--- config.mk ---
export PLATFORM = sky130hd
export DESIGN_NAME = tccs_ctrl
export DESIGN_NICKNAME = d
export VERILOG_FILES = /design/src/hdl/tccs_pkg.sv /design/src/hdl/tccs_ctrl.sv
export SDC_FILE = /design/constraint.sdc
export NUM_CORES = 1
export LEC_CHECK = 0
export BUFFER_PORTS_ARGS = -buffer_cell sky130_fd_sc_hd__buf_2
export CELL_PAD_IN_SITES_DETAIL_PLACEMENT = 1
export CELL_PAD_IN_SITES_GLOBAL_PLACEMENT = 1
export CORE_UTILIZATION = 42
export DETAILED_ROUTE_END_ITERATION = 8
export PLACE_DENSITY_LB_ADDON = 0.1
export SYNTH_ARGS = -nofsm -noshare
export SYNTH_HDL_FRONTEND = slang
export SYNTH_SLANG_ARGS = --single-unit
--- constraint.sdc ---
create_clock -name clk -period 3.4 [get_ports clk]
set_clock_uncertainty 0.1 [all_clocks]
set_input_delay 0.17 -clock clk [delete_from_list [all_inputs] [get_ports clk]]
set_output_delay 0.17 -clock clk [all_outputs]
set_load 0.005 [all_outputs]
--- src/hdl/tccs_pkg.sv ---
`timescale 1ns / 1ps
// shared constants and word types for the text console cursor and scroll engine
// no dependencies

package tccs_pkg;

    localparam int COLUMNS      = 80;
    localparam int ROWS         = 25;
    localparam int CELL_COUNT   = ROWS * COLUMNS;
    localparam int SCROLL_COUNT = (ROWS - 1) * COLUMNS;
    localparam int ADDR_W       = $clog2(CELL_COUNT);
    localparam int CNT_W        = $clog2(CELL_COUNT + 1);

    localparam int CMD_W  = 2;
    localparam int CHAR_W = 8;
    localparam int ATTR_W = 8;
    localparam int CELL_W = 16;
    localparam int ROW_W  = 5;
    localparam int COL_W  = 7;

    localparam logic [CMD_W-1:0] CMD_PUT   = 2'd0;
    localparam logic [CMD_W-1:0] CMD_CLEAR = 2'd1;
    localparam logic [CMD_W-1:0] CMD_READ  = 2'd2;

    localparam logic [CHAR_W-1:0] CH_NEWLINE = 8'd10;
    localparam logic [CHAR_W-1:0] CH_RETURN  = 8'd13;
    localparam logic [ATTR_W-1:0] RESET_ATTR = 8'h0F;

    typedef struct packed {
        logic [CMD_W-1:0]  cmd;
        logic [CHAR_W-1:0] char_code;
        logic [ROW_W-1:0]  read_row;
        logic [COL_W-1:0]  read_column;
    } req_t;

    typedef struct packed {
        logic [CELL_W-1:0] cell_value;
        logic [ROW_W-1:0]  cursor_row;
        logic [COL_W-1:0]  cursor_column;
        logic              scrolled;
    } rsp_t;

    typedef struct packed {
        logic              we;
        logic [ADDR_W-1:0] waddr;
        logic [CELL_W-1:0] wdata;
        logic [ADDR_W-1:0] raddr;
    } ram_req_t;

    typedef struct packed {
        logic valid;
        rsp_t data;
    } res_t;

endpackage

--- src/hdl/tccs_ctrl.sv ---
`timescale 1ns / 1ps
// sequencer for the console: cursor state, screen fill, scroll copy and cell access
// depends on tccs_pkg; drives the screen ram through a ram_req_t word

module tccs_ctrl import tccs_pkg::*; (
    input  logic              clk,
    input  logic              rst_n,
    input  logic              req_valid,
    output logic              req_ready,
    input  req_t              req,
    input  logic [ATTR_W-1:0] text_attribute,
    input  logic              slot_free,
    output res_t              res,
    output ram_req_t          ram,
    input  logic [CELL_W-1:0] ram_rdata
);

    typedef enum logic [2:0] {
        S_INIT,
        S_IDLE,
        S_READ,
        S_SCROLL,
        S_PUT,
        S_FILL,
        S_DONE
    } state_t;

    state_t            state_reg, state_next;
    logic [ROW_W-1:0]  row_reg, row_next;
    logic [COL_W-1:0]  col_reg, col_next;
    logic [CNT_W-1:0]  cnt_reg, cnt_next;
    logic [CHAR_W-1:0] char_reg, char_next;
    logic [CELL_W-1:0] cell_reg, cell_next;
    logic              scrolled_reg, scrolled_next;
    logic              hit_reg, hit_next;

    logic [ROW_W-1:0]  row_inc;
    logic [ROW_W-1:0]  wrap_row;
    logic [COL_W-1:0]  wrap_col;
    logic [CELL_W-1:0] blank;

    function automatic logic [ADDR_W-1:0] cell_addr(input logic [ROW_W-1:0] row,
                                                    input logic [COL_W-1:0] col);
        cell_addr = ADDR_W'(row) * ADDR_W'(COLUMNS) + ADDR_W'(col);
    endfunction

    assign blank     = {text_attribute, CHAR_W'(0)};
    assign row_inc   = (row_reg < ROW_W'(ROWS)) ? row_reg + ROW_W'(1) : row_reg;
    // a pending wrap moves to column 0 of the next row first
    assign wrap_row  = (col_reg >= COL_W'(COLUMNS)) ? row_inc : row_reg;
    assign wrap_col  = (col_reg >= COL_W'(COLUMNS)) ? COL_W'(0) : col_reg;
    assign req_ready = (state_reg == S_IDLE);

    assign res.valid = (state_reg == S_DONE);
    assign res.data  = '{cell_value: cell_reg, cursor_row: row_reg,
                         cursor_column: col_reg, scrolled: scrolled_reg};

    always_comb
    begin
        state_next    = state_reg;
        row_next      = row_reg;
        col_next      = col_reg;
        cnt_next      = cnt_reg;
        char_next     = char_reg;
        cell_next     = cell_reg;
        scrolled_next = scrolled_reg;
        hit_next      = hit_reg;
        ram.we        = 1'b0;
        ram.waddr     = '0;
        ram.wdata     = '0;
        ram.raddr     = cell_addr(req.read_row, req.read_column);

        unique case (state_reg)
            S_INIT:
            begin
                ram.we    = 1'b1;
                ram.waddr = cnt_reg[ADDR_W-1:0];
                ram.wdata = {RESET_ATTR, CHAR_W'(0)};
                cnt_next  = cnt_reg + CNT_W'(1);
                if (cnt_reg == CNT_W'(CELL_COUNT - 1))
                begin
                    cnt_next   = '0;
                    state_next = S_IDLE;
                end
            end
            S_IDLE:
            begin
                if (req_valid)
                begin
                    cell_next     = '0;
                    scrolled_next = 1'b0;
                    char_next     = req.char_code;
                    cnt_next      = '0;
                    unique case (req.cmd)
                        CMD_PUT:
                        begin
                            if (req.char_code == CH_NEWLINE)
                            begin
                                col_next   = '0;
                                row_next   = row_inc;
                                state_next = S_DONE;
                            end
                            else if (req.char_code == CH_RETURN)
                            begin
                                col_next   = '0;
                                state_next = S_DONE;
                            end
                            else
                            begin
                                col_next = wrap_col;
                                row_next = wrap_row;
                                if (wrap_row >= ROW_W'(ROWS))
                                begin
                                    scrolled_next = 1'b1;
                                    state_next    = S_SCROLL;
                                end
                                else
                                begin
                                    state_next = S_PUT;
                                end
                            end
                        end
                        CMD_CLEAR:
                        begin
                            state_next = S_FILL;
                        end
                        CMD_READ:
                        begin
                            hit_next   = (req.read_row < ROW_W'(ROWS)) &&
                                         (req.read_column < COL_W'(COLUMNS));
                            state_next = S_READ;
                        end
                        default:
                        begin
                            state_next = S_DONE;
                        end
                    endcase
                end
            end
            S_READ:
            begin
                cell_next  = hit_reg ? ram_rdata : '0;
                state_next = S_DONE;
            end
            S_SCROLL:
            begin
                // read runs one row ahead, the write of each cell follows in the cycle after its read
                if (cnt_reg < CNT_W'(SCROLL_COUNT))
                begin
                    ram.raddr = ADDR_W'(cnt_reg + CNT_W'(COLUMNS));
                end
                if (cnt_reg != '0)
                begin
                    ram.we    = 1'b1;
                    ram.waddr = ADDR_W'(cnt_reg - CNT_W'(1));
                    ram.wdata = (cnt_reg <= CNT_W'(SCROLL_COUNT)) ? ram_rdata : blank;
                end
                cnt_next = cnt_reg + CNT_W'(1);
                if (cnt_reg == CNT_W'(CELL_COUNT))
                begin
                    cnt_next   = '0;
                    row_next   = ROW_W'(ROWS - 1);
                    state_next = S_PUT;
                end
            end
            S_PUT:
            begin
                ram.we     = 1'b1;
                ram.waddr  = cell_addr(row_reg, col_reg);
                ram.wdata  = {text_attribute, char_reg};
                cell_next  = {text_attribute, char_reg};
                col_next   = col_reg + COL_W'(1);
                state_next = S_DONE;
            end
            S_FILL:
            begin
                ram.we    = 1'b1;
                ram.waddr = cnt_reg[ADDR_W-1:0];
                ram.wdata = blank;
                cnt_next  = cnt_reg + CNT_W'(1);
                if (cnt_reg == CNT_W'(CELL_COUNT - 1))
                begin
                    cnt_next   = '0;
                    row_next   = '0;
                    col_next   = '0;
                    state_next = S_DONE;
                end
            end
            S_DONE:
            begin
                if (slot_free)
                begin
                    state_next = S_IDLE;
                end
            end
            default:
            begin
                state_next = S_IDLE;
            end
        endcase
    end

    always_ff @(posedge clk or negedge rst_n)
    begin
        if (!rst_n)
        begin
            state_reg    <= S_INIT;
            row_reg      <= '0;
            col_reg      <= '0;
            cnt_reg      <= '0;
            char_reg     <= '0;
            cell_reg     <= '0;
            scrolled_reg <= 1'b0;
            hit_reg      <= 1'b0;
        end
        else
        begin
            state_reg    <= state_next;
            row_reg      <= row_next;
            col_reg      <= col_next;
            cnt_reg      <= cnt_next;
            char_reg     <= char_next;
            cell_reg     <= cell_next;
            scrolled_reg <= scrolled_next;
            hit_reg      <= hit_next;
        end
    end

    a_cursor_range: assert property (@(posedge clk) disable iff (!rst_n)
        res.valid |-> (row_reg <= ROW_W'(ROWS)) && (col_reg <= COL_W'(COLUMNS)))
        else $error("cursor out of range on result");

    a_write_range: assert property (@(posedge clk) disable iff (!rst_n)
        ram.we |-> ram.waddr < ADDR_W'(CELL_COUNT))
        else $error("screen write outside the cell array");

    a_scroll_row: assert property (@(posedge clk) disable iff (!rst_n)
        res.valid && res.data.scrolled |-> row_reg == ROW_W'(ROWS - 1))
        else $error("scrolled result not on the last row");

    a_put_path: assert property (@(posedge clk) disable iff (!rst_n)
        req_valid && req_ready && req.cmd == CMD_PUT &&
        req.char_code != CH_NEWLINE && req.char_code != CH_RETURN
        |=> state_reg == S_PUT || state_reg == S_SCROLL)
        else $error("ordinary character did not go to a cell write");

endmodule

==> results.md <==
* Final setup fails at 0
* Fin Hold WS at -0.005756 ns
* Slew @ Worst Pin at 1.020 ns
* Ratio of cells with drive above 1 in the final layout at 0.2436
* Outcome: complete, but fails checks
* GRT overflow at 0
* # diodes at 0
* Crit-path leading delay family: buffers and inverters
* Initial core utilization at 0.4349
* Vias in the first global route at 4609
* Failing checks: negative hold slack
* Synth top area share at 0.3047
* PortBufs at 119
* ANT nets after route at 0
* Worst R2R Start: state_reg[1]
* Core ar. at 9819 um2
* Clock latency on the worst-skew pair at 0.33 ns
* Kind of launch point of the worst setup path: flop
* Synth warn at 0
* Largest register FFs at 16
* Cell chain of the critical path: clkinv_1, and2_1, buf_4, a222oi_1, dlygate4sd3_1, inv_1
* PD cells at 764.0 nW/um2
* Synth area leader: dfrtp_1
* RSZ-0062 raised after global routing: no
* Root Driver: clkbuf_8
* CTS max path bufs at 2
* DR WL/cell at 18.55 um
* Slowest-stage cell, CP: dfrtp_1
* Post-synth ARST share at 1.000
* Seq/Total Area, Yosys at 0.3047
* Final count of hold timing violations at 1
* Drc violations at 0
* CTS tree: yes
* Mapped Area at 4270 um2
* Mapped Cells at 504
* Placed insts at 722
* Placement Setup Slack at 0.5945 ns
* Die height at 102.8 um
* Clock Sinks at 52
* Post-CTS Setup Bufs at 0
* Initial antenna violation count at 0
* Fraction of the cycle the final worst path needs at 0.9386
* Hold path start: req[16]
* Fmax at 313.3 MHz
* Drt initial violations at 280
* Fin. max-slew vios at 0
* Via/cell ratio at 5.869
* Die Wd at 102.8 um
* CP arrival at 3.33 ns
* #FFs+latches synth at 52
* Final worst slack at 0.2087 ns
* Slew margin rel. at 0.3140
* Post-synth EDFFs at 0
* GP Congestion at 0.8178
* Io pins at 120
* Final std cells w/o fill at 757
* Final #Nets at 703
* Setup TNS at 0 ns
* Worst vdd ir at 0.2728 mV
* Max Cap Viol at 0
* Post-synthesis cell type count at 67
* DR vias at 4443
* Cell Rows at 36
* CP required at 3.54 ns
* Detailed Route WL at 14.05 mm
* Main synth FF type: dfrtp_1
* Leakage at 2.652 nW
* Synthesized Nets at 584
* HP Class: input pin to flop
* Critical path class: flop to flop
* GRT Util Overall at 0.2783
* CTS H-tree lvls at 2
* Worst path max stage delay at 0.76 ns
* Area growth from synthesis to final layout at 23.29%
* Synthesized area per cell at 8.473 um2
* First-pass GRT wire length at 22.89 mm
* Crit path max fanout at 24
* Drt first pass iters at 7
* Largest net degree at the start of global routing at 36
* CTS clk-pin slew, worst paths at 0.12 ns
* Buf/Inv on CP at 4
* Final HPWL DP at 9.982 mm
* CTS buffer count at 5
* Worst setup EP type: flop
* Top post-synthesis cells by area: dfrtp_1 30%, ha_1 7.6%, nand2_1 4.2%, o21ai_0 3.9%, a222oi_1 3.8%
* Final min period at 3.191 ns
* Die ar. at 10580 um2
* Crit path launch: state_reg[1]
## area by class of cell
| cell class | count | area (um2) |
|---|---|---|
| multi-input cells | 381 | 2671 |
| flip-flops and latches | 52 | 1301 |
| clock inverters | 3 | 28.78 |
| inverters | 31 | 116.4 |
| fillers | 1257 | 4554 |
| repair buffers | 152 | 912.1 |
| clock buffers | 5 | 68.82 |
| well taps | 133 | 166.4 |
## path summary, 6_finish.rpt
kind,slack (ns),depth (start not counted),endpoint
max,0.21,6,cell_reg[11]
min,-0.006,2,char_reg[4]
max reg2reg,0.21,6,cell_reg[11]
min reg2reg,0.42,2,cell_reg[8]
max in group asynchronous,2.04,3,cell_reg[1]
min in group asynchronous,0.38,2,row_reg[1]
## power breakdown
part | total, mW | internal [mW] | switching, mW
Sequential | 1.30 | 0.849 | 0.453
Clock | 0.413 | 0.157 | 0.257
Combinational | 2.31 | 1.04 | 1.26
## cells in the mapped netlist, drive strengths merged (3+ instances only)
cell / count
xnor2: 12
ha: 26
dfrtp: 52
a211oi: 3
nor2b: 7
and3: 8
mux2: 9
and2: 4
a41oi: 3
o21ai: 35
nand3: 6
a21oi: 29
o21a: 3
o2bb2ai: 4
o31ai: 11
or4: 4
a31oi: 13
nand4: 7
buf: 16
nor2: 38
fa: 4
nand2b: 8
nor3: 11
clkbuf: 24
a22o: 14
xor2: 7
o211ai: 6
nand2: 48
inv: 30
a222oi: 16
a21o: 9
## through the flow
| step | hold WS, ns | power, mW | area (um2) | util |
|---|---|---|---|---|
| after floorplan | -0.2256 | 2.709 | 4270 | - |
| after global placement | 0.2239 | 3.402 | 4896 | 0.4986 |
| after detailed placement | 0.2420 | 3.495 | 4896 | 0.4986 |
| after CTS | 0.0003699 | 3.982 | 5254 | 0.5350 |
| after global routing | 0.009943 | 4.364 | 5265 | 0.5362 |
| final | -0.005756 | 4.022 | 5265 | 0.5362 |
## what timing repair did
item | 4_1_cts | 5_1_grt
hold buffers | 26 | 0
endpoints found under the hold margin | 53 | 0
setup endpoints to repair | 0 | 0
resized for setup | 0 | 0
## layout by cell type, fill, tap and decap left out, types with 8 or more instances in the layout
cell,netlist,routed
dlygate4sd3_1,0,26
and3_1,8,8
o31ai_1,10,10
a222oi_1,16,16
inv_1,30,30
a31oi_1,13,13
ha_1,26,26
buf_2,7,119
nand2_1,48,48
mux2_2,9,9
a21o_1,9,9
xnor2_1,12,12
nor3_1,11,11
nand2b_1,8,8
a21oi_1,29,29
dfrtp_1,52,52
nor2_1,38,38
a22o_1,14,14
o21ai_0,33,33
## logic make-up (layout without fill, tap and decap cells)
group           after synthesis  after routing  share of synthesized area
mux                          11             11                    0.02842
buf+inv                      71            191                    0.06973
flops                        52             52                     0.3047
fa+ha+maj                    30             30                    0.09493
simple gates                156            156                     0.1884
compound gates              165            165                     0.2748
xor+xnor                     19             19                    0.03897
## worst register-to-register path, delay by kind of cell (launching register included)
kind | cells | cell delay (ns)
DFF | 1 | 0.76
buffers and inverters | 4 | 1.41
and+or+nand+nor | 1 | 0.42
AOI/OAI and AO/OA | 1 | 0.42
## routing by layer
layer	wire [um]	GRT usage	vias to the layer above
li1	-	-	2092
met1	6322	0.3586	2209
met2	7014	0.4974	130
met3	564	0.02847	12
met4	144	0.07259	0
met5	0	0	-
Note: power is estimated with default switching activity, not from simulation.
